**config.mk**
```make
export PLATFORM = sky130hd
export DESIGN_NAME = longest_prefix_route_lookup
export DESIGN_NICKNAME = d
export VERILOG_FILES = /design/src/hw/rtl/lprl_pkg.sv /design/src/hw/rtl/longest_prefix_route_lookup.sv /design/src/hw/rtl/lprl_table.sv
export SDC_FILE = /design/constraint.sdc
export NUM_CORES = 1
export LEC_CHECK = 0
export CAP_MARGIN = 0
export CORE_ASPECT_RATIO = 1.25
export CORE_MARGIN = 10
export CORE_UTILIZATION = 30
export CTS_CLUSTER_DIAMETER = 60
export DETAILED_ROUTE_END_ITERATION = 10
export DONT_BUFFER_PORTS = 1
export PLACE_DENSITY = 0.44
export SLEW_MARGIN = 10
export SYNTH_ARGS = -nofsm -noshare
export SYNTH_HDL_FRONTEND = slang
export SYNTH_SLANG_ARGS = --single-unit
```
**constraint.sdc**
```tcl
create_clock -name clk -period 9.1 [get_ports clk]
set_clock_uncertainty 0.2 [all_clocks]
set_input_delay 0.91 -clock clk [delete_from_list [all_inputs] [get_ports clk]]
set_output_delay 0.91 -clock clk [all_outputs]
set_load 0.01 [all_outputs]
```
**src/hw/rtl/lprl_pkg.sv**
```systemverilog
// Shared types, constants and helpers for the longest-prefix route lookup.
// Holds the request and response payload structs, the table port structs
// and the leading-ones function. No dependencies.
package lprl_pkg;

  localparam int ROUTE_ENTRIES = 16;
  localparam int IDX_W  = (ROUTE_ENTRIES > 1) ? $clog2(ROUTE_ENTRIES) : 1;
  localparam int SLOT_W = 4;
  localparam int ADDR_W = 32;
  localparam int LEN_W  = 6;

  localparam logic CMD_WRITE  = 1'b0;
  localparam logic CMD_LOOKUP = 1'b1;

  localparam logic [ADDR_W-1:0] MASK_TOP_BIT = 32'h8000_0000;

  typedef logic [IDX_W-1:0] idx_t;

  typedef struct packed {
    logic              cmd;
    logic [SLOT_W-1:0] entry_slot;
    logic [ADDR_W-1:0] entry_dest;
    logic [ADDR_W-1:0] entry_mask;
    logic              entry_enable;
    logic [ADDR_W-1:0] lookup_addr;
  } lprl_req_t;

  typedef struct packed {
    logic              hit;
    logic [SLOT_W-1:0] route_slot;
    logic [LEN_W-1:0]  prefix_len;
  } lprl_rsp_t;

  // Write port of the route table.
  typedef struct packed {
    logic              en;
    idx_t              idx;
    logic [ADDR_W-1:0] dest;
    logic [ADDR_W-1:0] mask;
    logic              enable;
  } lprl_wr_t;

  // One entry as read back from the route table.
  typedef struct packed {
    logic              valid;
    logic [ADDR_W-1:0] dest;
    logic [ADDR_W-1:0] mask;
  } lprl_entry_t;

  // Count of leading one bits, found by halving the search window so the
  // path stays six steps deep instead of a 32-bit ripple.
  function automatic logic [LEN_W-1:0] leading_ones(input logic [ADDR_W-1:0] mask);
    logic [ADDR_W-1:0] v;
    logic [LEN_W-1:0]  n;
    v = mask;
    n = '0;
    if (v[31:16] == 16'hFFFF) begin
      n = n + 6'd16;
      v = v << 16;
    end
    if (v[31:24] == 8'hFF) begin
      n = n + 6'd8;
      v = v << 8;
    end
    if (v[31:28] == 4'hF) begin
      n = n + 6'd4;
      v = v << 4;
    end
    if (v[31:30] == 2'b11) begin
      n = n + 6'd2;
      v = v << 2;
    end
    if (v[31]) begin
      n = n + 6'd1;
      v = v << 1;
    end
    if ((v & MASK_TOP_BIT) != '0) begin
      n = n + 6'd1;
    end
    return n;
  endfunction

endpackage

```
**src/hw/rtl/longest_prefix_route_lookup.sv**
```systemverilog
// Longest-prefix route lookup over a table of IPv4 routes.
// Depends on lprl_pkg and lprl_table.
//
// Requests arrive on req/req_valid/req_ready. A write request (cmd = write)
// loads destination, mask and valid mark into one slot in the cycle it is
// accepted and gives no response; the next request is taken in the next
// cycle. A lookup request scans the table one entry per cycle through the
// single read port of the table memory, followed by a match stage and a
// best-so-far stage. Its response appears on rsp/rsp_valid once the last
// entry has passed the read, match and best-so-far registers and the finish
// step, and the next request is taken after that hand-off.
// Only one request is in progress at a time, so a lookup never overlaps a
// table write.
// The response sits in an output register. While it waits for rsp_ready,
// further requests are still accepted and a new lookup scans; only its
// final hand-off waits until the register is free.
// Reset (rst, synchronous) clears all valid marks, so every lookup misses
// until routes are written, and drops any pending response.
module longest_prefix_route_lookup (
  input  logic                clk,
  input  logic                rst,
  input  logic                req_valid,
  output logic                req_ready,
  input  lprl_pkg::lprl_req_t req,
  output logic                rsp_valid,
  input  logic                rsp_ready,
  output lprl_pkg::lprl_rsp_t rsp
);

  typedef enum logic [1:0] {
    S_IDLE,
    S_SCAN,
    S_DRAIN,
    S_FINISH
  } state_t;

  state_t state;

  lprl_pkg::lprl_wr_t    wr;
  lprl_pkg::lprl_entry_t rd;
  logic                  rd_en;
  logic                  req_fire;
  logic                  scan_last;

  lprl_pkg::idx_t                scan_idx;
  logic [lprl_pkg::ADDR_W-1:0]   addr;

  // Read stage alignment.
  logic                          rd_vld;
  logic                          rd_last;
  lprl_pkg::idx_t                rd_idx_q;

  // Match stage.
  logic                          cand_vld;
  logic                          cand_last;
  logic                          cand_match;
  logic [lprl_pkg::LEN_W-1:0]    cand_len;
  lprl_pkg::idx_t                cand_idx;

  // Best entry so far.
  logic                          found;
  logic [lprl_pkg::LEN_W-1:0]    best_len;
  lprl_pkg::idx_t                best_idx;

  assign req_ready = (state == S_IDLE);
  assign req_fire  = req_valid && req_ready;
  assign rd_en     = (state == S_SCAN);
  assign scan_last = (scan_idx == lprl_pkg::idx_t'(lprl_pkg::ROUTE_ENTRIES - 1));

  assign wr.en     = req_fire && (req.cmd == lprl_pkg::CMD_WRITE) &&
                     ({28'd0, req.entry_slot} < 32'(lprl_pkg::ROUTE_ENTRIES));
  assign wr.idx    = lprl_pkg::idx_t'(req.entry_slot);
  assign wr.dest   = req.entry_dest;
  assign wr.mask   = req.entry_mask;
  assign wr.enable = req.entry_enable;

  lprl_table u_table (
    .clk    (clk),
    .rst    (rst),
    .wr     (wr),
    .rd_en  (rd_en),
    .rd_idx (scan_idx),
    .rd     (rd)
  );

  always_ff @(posedge clk) begin
    if (rst) begin
      state     <= S_IDLE;
      rsp_valid <= 1'b0;
      rd_vld    <= 1'b0;
      rd_last   <= 1'b0;
      cand_vld  <= 1'b0;
      cand_last <= 1'b0;
      found     <= 1'b0;
    end else begin
      rd_vld   <= rd_en;
      rd_last  <= rd_en && scan_last;
      rd_idx_q <= scan_idx;

      cand_vld   <= rd_vld;
      cand_last  <= rd_vld && rd_last;
      cand_match <= rd.valid && (((addr ^ rd.dest) & rd.mask) == '0);
      cand_len   <= lprl_pkg::leading_ones(rd.mask);
      cand_idx   <= rd_idx_q;

      // The first match is taken whatever its length; later ones must be
      // strictly longer, so ties keep the lowest index.
      if (cand_vld && cand_match && (!found || (cand_len > best_len))) begin
        found    <= 1'b1;
        best_len <= cand_len;
        best_idx <= cand_idx;
      end

      if (rsp_valid && rsp_ready && (state != S_FINISH)) begin
        rsp_valid <= 1'b0;
      end

      unique case (state)
        S_IDLE: begin
          if (req_fire && (req.cmd == lprl_pkg::CMD_LOOKUP)) begin
            addr     <= req.lookup_addr;
            scan_idx <= '0;
            found    <= 1'b0;
            state    <= S_SCAN;
          end
        end
        S_SCAN: begin
          scan_idx <= scan_idx + 1'b1;
          if (scan_last) begin
            state <= S_DRAIN;
          end
        end
        S_DRAIN: begin
          if (cand_vld && cand_last) begin
            state <= S_FINISH;
          end
        end
        S_FINISH: begin
          if (!rsp_valid || rsp_ready) begin
            rsp_valid      <= 1'b1;
            rsp.hit        <= found;
            rsp.route_slot <= found ? lprl_pkg::SLOT_W'(best_idx) : '0;
            rsp.prefix_len <= found ? best_len : '0;
            state          <= S_IDLE;
          end
        end
        default: begin
          state <= S_IDLE;
        end
      endcase
    end
  end

  a_miss_is_zero: assert property (@(posedge clk) disable iff (rst)
    (rsp_valid && !rsp.hit) |-> (rsp.route_slot == '0 && rsp.prefix_len == '0))
    else $error("miss response carries a nonzero slot or length");

  a_rsp_from_finish: assert property (@(posedge clk) disable iff (rst)
    $rose(rsp_valid) |-> $past(state == S_FINISH))
    else $error("response raised outside the finish step");

  a_cand_in_scan: assert property (@(posedge clk) disable iff (rst)
    cand_vld |-> (state == S_SCAN || state == S_DRAIN))
    else $error("match stage active outside a scan");

  a_finish_drained: assert property (@(posedge clk) disable iff (rst)
    (state == S_FINISH) |-> (!rd_vld && !cand_vld))
    else $error("pipeline not empty at finish");

  a_len_range: assert property (@(posedge clk) disable iff (rst)
    rsp_valid |-> (rsp.prefix_len <= lprl_pkg::LEN_W'(lprl_pkg::ADDR_W)))
    else $error("prefix length beyond address width");

endmodule

```
**src/hw/rtl/lprl_table.sv**
```systemverilog
// Route table storage: destination and mask in a synchronous memory with a
// registered read port, valid marks in flip-flops cleared at reset.
// Depends on lprl_pkg.
module lprl_table (
  input  logic                  clk,
  input  logic                  rst,
  input  lprl_pkg::lprl_wr_t    wr,
  input  logic                  rd_en,
  input  lprl_pkg::idx_t        rd_idx,
  output lprl_pkg::lprl_entry_t rd
);

  logic [2*lprl_pkg::ADDR_W-1:0] mem [lprl_pkg::ROUTE_ENTRIES];
  logic [lprl_pkg::ROUTE_ENTRIES-1:0] valid_bits;
  logic [2*lprl_pkg::ADDR_W-1:0] rd_data;
  logic                          rd_valid;

  always_ff @(posedge clk) begin
    if (wr.en) begin
      mem[wr.idx] <= {wr.dest, wr.mask};
    end
    if (rd_en) begin
      rd_data <= mem[rd_idx];
    end
  end

  always_ff @(posedge clk) begin
    if (rst) begin
      valid_bits <= '0;
      rd_valid   <= 1'b0;
    end else begin
      if (wr.en) begin
        valid_bits[wr.idx] <= wr.enable;
      end
      if (rd_en) begin
        rd_valid <= valid_bits[rd_idx];
      end
    end
  end

  assign rd.valid = rd_valid;
  assign rd.dest  = rd_data[2*lprl_pkg::ADDR_W-1:lprl_pkg::ADDR_W];
  assign rd.mask  = rd_data[lprl_pkg::ADDR_W-1:0];

endmodule
```
# Yosys cells after proc, flatten, opt, wreduce, memory -nomap -nowiden
# Memories as Yosys holds them, arrays and structs flattened. A register that Yosys moved wholly into a read port is not among the register bits.
# Cells that the tools add are included.
# op_classes
n_addsub	6
magnitude_cmp	4
eq_ne	13
muxes	41
bitwise	4
n_reduce_logical	24
# ops
operator	n
$mux 32	10
$mux 6	10
$and 32x32->32	1
$logic_not 32->1	1
$xor 32x32->32	1
$bwmux 16	1
$eq 16x16->1 const B	1
$add 6x1->6 const B	2
$logic_and 1x1->1	12
$lt 4x5->1 const B	2
$mux 1	10
$reduce_and 3->1	3
$eq 4x4->1 const B	2
$eq 8x8->1 const B	1
$mux 2	4
$pmux 2 s4	1
$pmux 4 s2	1
$add 6x2->6 const B	1
$add 6x3->6 const B	1
$add 6x4->6 const B	1
$eq 2x2->1 const B	3
$gt 6x6->1	1
$ne 2x2->1 const B	3
$mux 5	1
other kinds (14)	18
# totals
ff_bits	97
ram_bits	1024
input_bits	106
output_inout_bits	13
mem_count	1
# mem_list
memory	words	width	rd	rd_clocked_by_memory_dff	write_ports	line	source
u_table.mem	16	64	1	1	1	lprl_table.sv:13	logic [2*lprl_pkg::ADDR_W-1:0] mem [lprl_pkg::ROUTE_ENTRIES];

# Depth between registers and ports, before layout
# Gate-level depths: netlist of run 1.
# logic_depth
word_depth	17
depth_mapped	10

# Cells and area by module
# A second synthesis of run 1 with hierarchy kept.
# hier_totals
hier_cells	1874
hier_area_um2	45030.7
# modules_own_cells
module	instances	cells_per_inst	area_each_um2	seq_area_each_um2
lprl_table	1	1587	41232.0	33011.7
longest_prefix_route_lookup	1	287	3798.6	2322.2

# Worst setup path after synthesis of run 1
# No wires, ideal clock.
# synth_path
kind	input to register
start	input req[101] (netlist bit)
end	register u_table.valid_bits[12] (netlist bit)
setup_time_ns	0.128
t_arrival_ns	6.294
path_slack_ns	2.479
stages	6
path_cell_list	nand3b_1 inv_1 nand3_1 nor3_1 mux2i_1 nor2_1
# synth_via
elab_chain_len	2
# synth_rtl
element	line	source
from (decl)	longest_prefix_route_lookup.sv:24	input lprl_pkg::lprl_req_t req,
$not 1->1	longest_prefix_route_lookup.sv:70	assign wr.en = req_fire && (req.cmd == lprl_pkg::CMD_WRITE) &&
$logic_and 1x1->1	longest_prefix_route_lookup.sv:70	
to (signal, indexed assignment)	lprl_table.sv:33	valid_bits[wr.idx] <= wr.enable;
to (decl)	lprl_table.sv:14	logic [lprl_pkg::ROUTE_ENTRIES-1:0] valid_bits;
# Every way passes these cells.
# A chain may end at the register's enable or synchronous reset.

# Worst setup path after layout of run 1
# layout_path
start	register state[1]
end	memory u_table.mem[10][18] (netlist bit) (enable)
# layout_via
elab_chain_len	5
# layout_rtl
element	line	source
from (decl)	longest_prefix_route_lookup.sv:37	state_t state;
from (signal assigned)	longest_prefix_route_lookup.sv:88	state <= S_IDLE;
from (signal assigned)	longest_prefix_route_lookup.sv:124	state <= S_SCAN;
from (signal assigned)	longest_prefix_route_lookup.sv:130	state <= S_DRAIN;
$logic_not 2->1	longest_prefix_route_lookup.sv:65	assign req_ready = (state == S_IDLE);
named net req_ready	longest_prefix_route_lookup.sv:23	output logic req_ready,
$logic_and 1x1->1	longest_prefix_route_lookup.sv:66	assign req_fire = req_valid && req_ready;
$logic_and 1x1->1	longest_prefix_route_lookup.sv:70	
$mux 1	lprl_table.sv:19	if (wr.en) begin
$mux 1 (not written as such)	lprl_table.sv:20	mem[wr.idx] <= {wr.dest, wr.mask};
to (decl)	lprl_table.sv:13	
# The timed path passes the listed nets, and every way through them passes these cells.

==> impl_metrics.json, run 1 <==
{
  "synth_fp_nets": 1977,
  "relSlewSlack_pct": 19.1,
  "whs_endpoint": "found",
  "grt_pass1_vias": 21275,
  "synth-seq-cells": 1185,
  "worst_slew_pin_slew_ns": 1.21,
  "vias": 19641,
  "worstRegToRegCells": 7,
  "firstDrtPassIters": 4,
  "power_mw": 12.7,
  "cts_resized": 0,
  "worst_ep_required_time_ns": 9.24,
  "drv_cap": 0,
  "syn_area_mm2": 0.0449,
  "p_leak_nw": 15.6,
  "fin_nets": 2065,
  "cp_slowest_cell": "nor2_4",
  "crit_arrival_ns": 4.37,
  "outcome": "completed",
  "dpl.cell_count": 3820,
  "yosysSeqAreaShare_pct": 78.6,
  "io_buffers": 0,
  "synth_edf_count": 1160,
  "num_rows": 158,
  "clk_pin_slew_worst_paths_ns": 0.06,
  "cts_buffer_depth": 3,
  "timing.fmax_ghz": 0.236,
  "gp_congestion": 0.779,
  "report.final.slew_viol_count": 0,
  "powerDensity_mw_per_mm2": 247,
  "yosysTopAreaCell": "edfxtp_1",
  "hpwl_um": 67300,
  "cts_tree": "built",
  "synthFlopType": "edfxtp_1",
  "viasPerCell": 4.86,
  "die_w_um": 366,
  "clk_latency_ns": 0.73,
  "worstSetupPathType": "reg -> reg",
  "initial_utilization_pct": 30.2,
  "synth_cell_types": 53,
  "stdcell_count": 4043,
  "grt_pass1_wl_um": 165000,
  "drc": 0,
  "yosys_warnings": 0,
  "fin_crit_sh_pct": 46.5,
  "antenna_found_initial": 8,
  "cts_buffers": 119,
  "hold_path.class": "in -> reg",
  "wl_um": 116000,
  "cp_num_cells": 7,
  "start_kind": "flop",
  "hold_path_depth": 1,
  "gr-total-overflow": 0,
  "die_y_um": 453,
  "wire_per_inst_um": 28.7,
  "design_area_mm2": 0.0514,
  "drive_gt1_share_pct": 27.6,
  "core_mm2": 0.149,
  "synthTopCellsByArea": "edfxtp_1 77%, mux4_2 16%, dfxtp_1 1.1%, xor2_1 0.64%, buf_6 0.60%",
  "ant_nets": 0,
  "h-tree-depth": 3,
  "min_from": "rst",
  "r2r_end": "u_table.mem[10][18]",
  "setup_tns_ns": 0,
  "endpoint_kind": "flop",
  "postSynthAreaPerCell_um2": 24.2,
  "hold_violations": 0,
  "final-setup-viol-count": 0,
  "max_stage_delay_ns": 0.98,
  "cts-root-buf": "clkbuf_16",
  "grt_max_degree": 139,
  "dieArea_mm2": 0.166,
  "min_period_ns": 4.23,
  "crit_path_cell_trace": "inv_1 > ha_1 > nand3b_1 > nor2_1 > nand2_1 > nor2_4 > buf_4",
  "path_buf_inv": 2,
  "rsz0062_at_grt": "no",
  "num_io_pins": 119,
  "syn_to_final_growth_pct": 14.4,
  "clock_sinks": 1185,
  "ir_drop_uv": 160,
  "r2r_start": "state[1]",
  "initialDrtViolationCount": 1727,
  "place_area_mm2": 0.0475,
  "r2r_setup_slack_ns": 4.87,
  "async_reset_ff_share_pct": 0,
  "path_max_fanout": 38,
  "synth_top_area_share_pct": 77.5,
  "grt_use_total_pct": 13.8,
  "postSynthCellCount": 1859,
  "critical_path.top_delay_family": "simple AND/OR/NAND/NOR gates"
}
==> layout by cell type, fill, tap and decap left out, types with 4 or more instances in the layout <==
| master | netlist | final |
|---|---|---|
| edfxtp_1 | 1160 | 1160 |
| clkinv_2 | 0 | 14 |
| dlygate4sd3_1 | 0 | 6 |
| xor2_1 | 33 | 33 |
| o21ai_0 | 17 | 17 |
| a22oi_1 | 8 | 8 |
| nor2b_1 | 4 | 4 |
| buf_12 | 0 | 4 |
| inv_1 | 13 | 13 |
| buf_4 | 0 | 38 |
| dfxtp_1 | 25 | 25 |
| nor2_4 | 0 | 13 |
| o31ai_1 | 12 | 12 |
| nand2_1 | 26 | 26 |
| nand4_1 | 7 | 7 |
| bufinv_16 | 0 | 13 |
| a21oi_1 | 23 | 23 |
| ha_1 | 12 | 11 |
| and2_1 | 14 | 14 |
| clkinvlp_4 | 0 | 5 |
| clkbuf_16 | 0 | 121 |
| mux4_2 | 325 | 325 |
| nand3_1 | 7 | 7 |
| nor2_1 | 33 | 20 |
| clkbuf_1 | 31 | 27 |
| clkinv_1 | 0 | 21 |
| clkinv_4 | 0 | 5 |
| mux2i_1 | 6 | 6 |
==> registers in the layout, indices dropped and copies added (netlist names) <==
signal and cells:
found 1, cand_idx 4, u_table.valid_bits 16, rd_vld 1, best_idx 4, addr 32, u_table.rd_data 64, rd_last 1
u_table.mem 1024, cand_match 1, cand_last 1, scan_idx 4, best_len 6, cand_len 6, state 2, u_table.rd_valid 1
rsp_valid 1, rd_idx_q 4, cand_vld 1, rsp 11
==> repair_timing <==
action / in CTS / in global routing
hold endpoints to repair: 3 / 0
hold buffers: 6 / 0
buffers inserted: 0 / 0
==> cells by family after synthesis <==
| group | count (synthesis) | share of synthesized area (%) |
|---|---|---|
| AOI/OAI and AO/OA | 91 | 1.39 |
| xor gates and xnor gates | 34 | 0.663 |
| adders and majority gates | 12 | 0.334 |
| buffers and inverters | 94 | 1.23 |
| DFF | 1185 | 78.6 |
| muxes | 331 | 16.4 |
| and+or+nand+nor | 112 | 1.36 |
==> per-layer routing <==
metal | part of all wire, % | vias up | GRT usage (%)
li1 | - | 8166 | -
met1 | 41 | 10769 | 17.2
met2 | 51 | 534 | 23.7
met3 | 5.9 | 166 | 3.19
met4 | 2.8 | 6 | 4.64
met5 | 0.031 | - | 0
==> cells in the mapped netlist (all sizes together), types with 2 or more instances <==
cell	instances
nand3	7
a21boi	2
nand2	26
a222oi	2
o21ai	18
dfxtp	25
a21oi	24
a22oi	8
nor2b	4
a311oi	2
o41ai	2
o31ai	13
o211ai	2
a221oi	3
and4	2
o21a	3
a211oi	3
buf	50
nor2	33
mux2i	6
nor3	4
nor4	3
clkbuf	31
and2	14
a22o	3
edfxtp	1160
mux4	325
nand2b	2
nor3b	2
xor2	33
inv	13
ha	12
nand4	9
nand4b	2
o22ai	2
==> stage by stage <==
stage / setup slack, ns / hold WS, ns / util (%)
after floorplan: 2.48 / 0.200 / -
after global placement: 4.66 / 0.203 / 31.9
after detailed placement: 4.64 / 0.210 / 31.9
after CTS: 4.71 / 0.000212 / 34.6
after global routing: 4.52 / 0.0341 / 34.6
final: 4.87 / 0.0654 / 34.6
==> cell type report <==
cell class / count / area (um^2)
clock buffers: 151 / 3170
multi-input cells: 580 / 9200
diodes: 1 / 2.50
repair buffers: 48 / 425
well taps: 2000 / 2500
fillers: 13871 / 97300
flip-flops and latches: 1185 / 35300
inverters: 13 / 48.8
clock inverters: 65 / 721
==> where the power goes <==
| group | leakage (nW) | internal (mW) | switching [mW] |
|---|---|---|---|
| Sequential | 10.7 | 6.25 | 0.177 |
| Combinational | 2.99 | 0.609 | 0.756 |
| Clock | 1.88 | 2.83 | 2.07 |
==> worst max-delay path by stage <==
stage | startpoint | slack, ns | end
floorplan | req[101] | 2.48 | u_table.valid_bits[12]
global placement | req[101] | 4.66 | u_table.mem[10][59]
detailed placement | req[101] | 4.64 | u_table.mem[10][56]
CTS | state[1] | 4.71 | u_table.mem[10][18]
global route | state[1] | 4.52 | u_table.mem[10][22]
finish | state[1] | 4.87 | u_table.mem[10][18]
Note: power is estimated with default switching activity, not from simulation.
==> inputs of run 2 (changes only) <==
--- a/config.mk
+++ b/config.mk
@@ -12,7 +12,7 @@
 export CTS_CLUSTER_DIAMETER = 60
 export DETAILED_ROUTE_END_ITERATION = 10
 export DONT_BUFFER_PORTS = 1
-export PLACE_DENSITY = 0.44
+export PLACE_DENSITY = 0.45
 export SLEW_MARGIN = 10
 export SYNTH_ARGS = -nofsm -noshare
 export SYNTH_HDL_FRONTEND = slang
==> constraint.sdc (replaced) <==
create_clock -name clk -period 3.7 [get_ports clk]
set_clock_uncertainty 0.2 [all_clocks]
set_input_delay 0.37 -clock clk [delete_from_list [all_inputs] [get_ports clk]]
set_output_delay 0.37 -clock clk [all_outputs]
set_load 0.01 [all_outputs]
==> run 2 against run 1 <==
Against the previous run:
- via count grew 3.1%
- largest cell class unchanged
- critical path depth is the same
- design area increased by 3.2%
==> impl_metrics.json, run 2 (same netlist as run 1, synthesis figures left out) <==
{
  "rsz0062_at_grt": "no",
  "p_int_mw": 23.7,
  "mostFrequentLayoutCell": "edfxtp_1",
  "sequentialPowerShare_pct": 50.2,
  "h-tree-depth": 3,
  "viasPerCell": 4.83,
  "fin_util_pct": 35.7,
  "worst_ep_required_time_ns": 3.87,
  "swShare_pct": 24.5,
  "crit_arrival_ns": 3.67,
  "report.final.slew_viol_count": 0,
  "cts_tree": "built",
  "worst_slew_pin_slew_ns": 1.10,
  "cts_resized": 0,
  "io_buffers": 0,
  "drv_cap": 0,
  "place_area_mm2": 0.0480,
  "gr-total-overflow": 0,
  "min_period_ns": 3.51,
  "clk_pin_slew_worst_paths_ns": 0.07,
  "regMostFlops": "u_table.mem",
  "initialDrtViolationCount": 1541,
  "endpoint_kind": "flop",
  "power_mw": 31.4,
  "fin_nets": 2195,
  "stdcell_count": 4189,
  "powerDensity_mw_per_mm2": 593,
  "hold_violations": 0,
  "dieArea_mm2": 0.166,
  "fin_crit_sh_pct": 94.8,
  "vias": 20247,
  "grt_use_total_pct": 14.1,
  "wire_per_inst_um": 28.3,
  "syn_to_final_growth_pct": 18.0,
  "design_area_mm2": 0.0530,
  "die_w_um": 366,
  "cts_buffer_depth": 3,
  "final-setup-viol-count": 0,
  "p_comb_share_pct": 12.0,
  "path_max_fanout": 49,
  "ant_nets": 0,
  "timing.fmax_ghz": 0.285,
  "switchingPower_mw": 7.71,
  "cts-hold-fix-buffers": 114,
  "firstDrtPassIters": 7,
  "worstSetupPathType": "reg -> reg",
  "wl_um": 119000,
  "largest_reg_flops": 1024,
  "die_y_um": 453,
  "drc": 0,
  "reg_top3": "u_table.mem x1024, u_table.rd_data x64, addr x32",
  "num_io_pins": 119,
  "p_leak_nw": 16.2,
  "dpl.cell_count": 3840,
  "num_rows": 158,
  "grt_max_degree": 66,
  "drive_gt1_share_pct": 27.2,
  "final_cell_mix": "1160 x edfxtp_1, 325 x mux4_2, 122 x clkbuf_16",
  "outcome": "completed",
  "start_kind": "flop",
  "cts-root-buf": "clkbuf_16",
  "hpwl_um": 67300,
  "hold_path.class": "in -> reg",
  "grt_pass1_vias": 22041,
  "antenna_found_initial": 22,
  "pwr-share-clk_pct": 37.9,
  "core_mm2": 0.149,
  "grt_pass1_wl_um": 170000,
  "clk_latency_ns": 0.74,
  "postCtsSetupBuffers": 0,
  "gp_congestion": 0.814,
  "initial_utilization_pct": 30.2,
  "crit_path_cell_trace": "inv_1 > ha_1 > nand3b_1 > or3_1 > nor3_4 > dlygate4sd3_1 > buf_12",
  "relSlewSlack_pct": 26.6,
  "cp_slowest_cell": "dlygate4sd3_1",
  "ir_drop_uv": 369,
  "max_stage_delay_ns": 0.66,
  "cts_buffers": 121,
  "clock_sinks": 1185
}
run 2: cell count changes in the layout (fill, tap and decap cells not counted), sizes merged:
cell         change
clkinvlp         +1
diode            +8
inv              +6
bufinv           -4
clkinv          +10
buf             +21
dlygate4sd3    +107
clkbuf           -3
run 2: per-layer routing:
layer  wire [um]  track usage [%]  up-vias
met2       61200             24.8      458
li1            -                -     8437
met4        2820             3.73       10
met5          56                0        -
met1       49200             17.9    11152
met3        5260             2.62      190
run 2: cell type report:
| cell class | instances | area, um^2 |
|---|---|---|
| fillers | 13769 | 95600 |
| diodes | 9 | 22.5 |
| well taps | 2000 | 2500 |
| clock buffers | 148 | 3150 |
| clock inverters | 78 | 693 |
| repair buffers | 176 | 2070 |
| multi-input cells | 580 | 9220 |
| flip-flops and latches | 1185 | 35300 |
| inverters | 13 | 48.8 |
run 2: power by group through the flow:
stage	Sequential [mW]	Clock, mW	Combinational (mW)
after detailed placement	16.1	0	3.60
after global routing	15.8	12.8	4.03
after CTS	15.8	12.2	3.89
after floorplan	15.8	0	2.41
after global placement	16.0	0	3.61
final	15.8	11.9	3.76
run 2: worst max-delay path: cells and delay by family, from the launching register on:
family,cells,cell delay (ns)
adder cells (fa/ha/maj),1,0.19
buffers and inverters,3,1.19
flip-flops,1,0.34
AND/OR/NAND/NOR,3,1.16
run 2: worst paths after layout:
path                from                  to  slack, ns  cells after the start
max             state[1]  u_table.mem[0][22]       0.19                      7
min                  rst         cand_len[5]       0.04                      1
max reg2reg     state[1]  u_table.mem[0][22]       0.19                      7
min reg2reg  cand_idx[2]         best_idx[2]       0.22                      0
run 2: per-stage QoR:
stage	worst slack, ns	hold slack [ns]	TNS, ns
floorplan	-1.01	0.200	-250.03
global placement	0.719	0.205	0
detailed placement	0.689	0.207	0
CTS	0.145	0.000483	0
global route	0.0580	0.0143	0
finish	0.192	0.0423	0
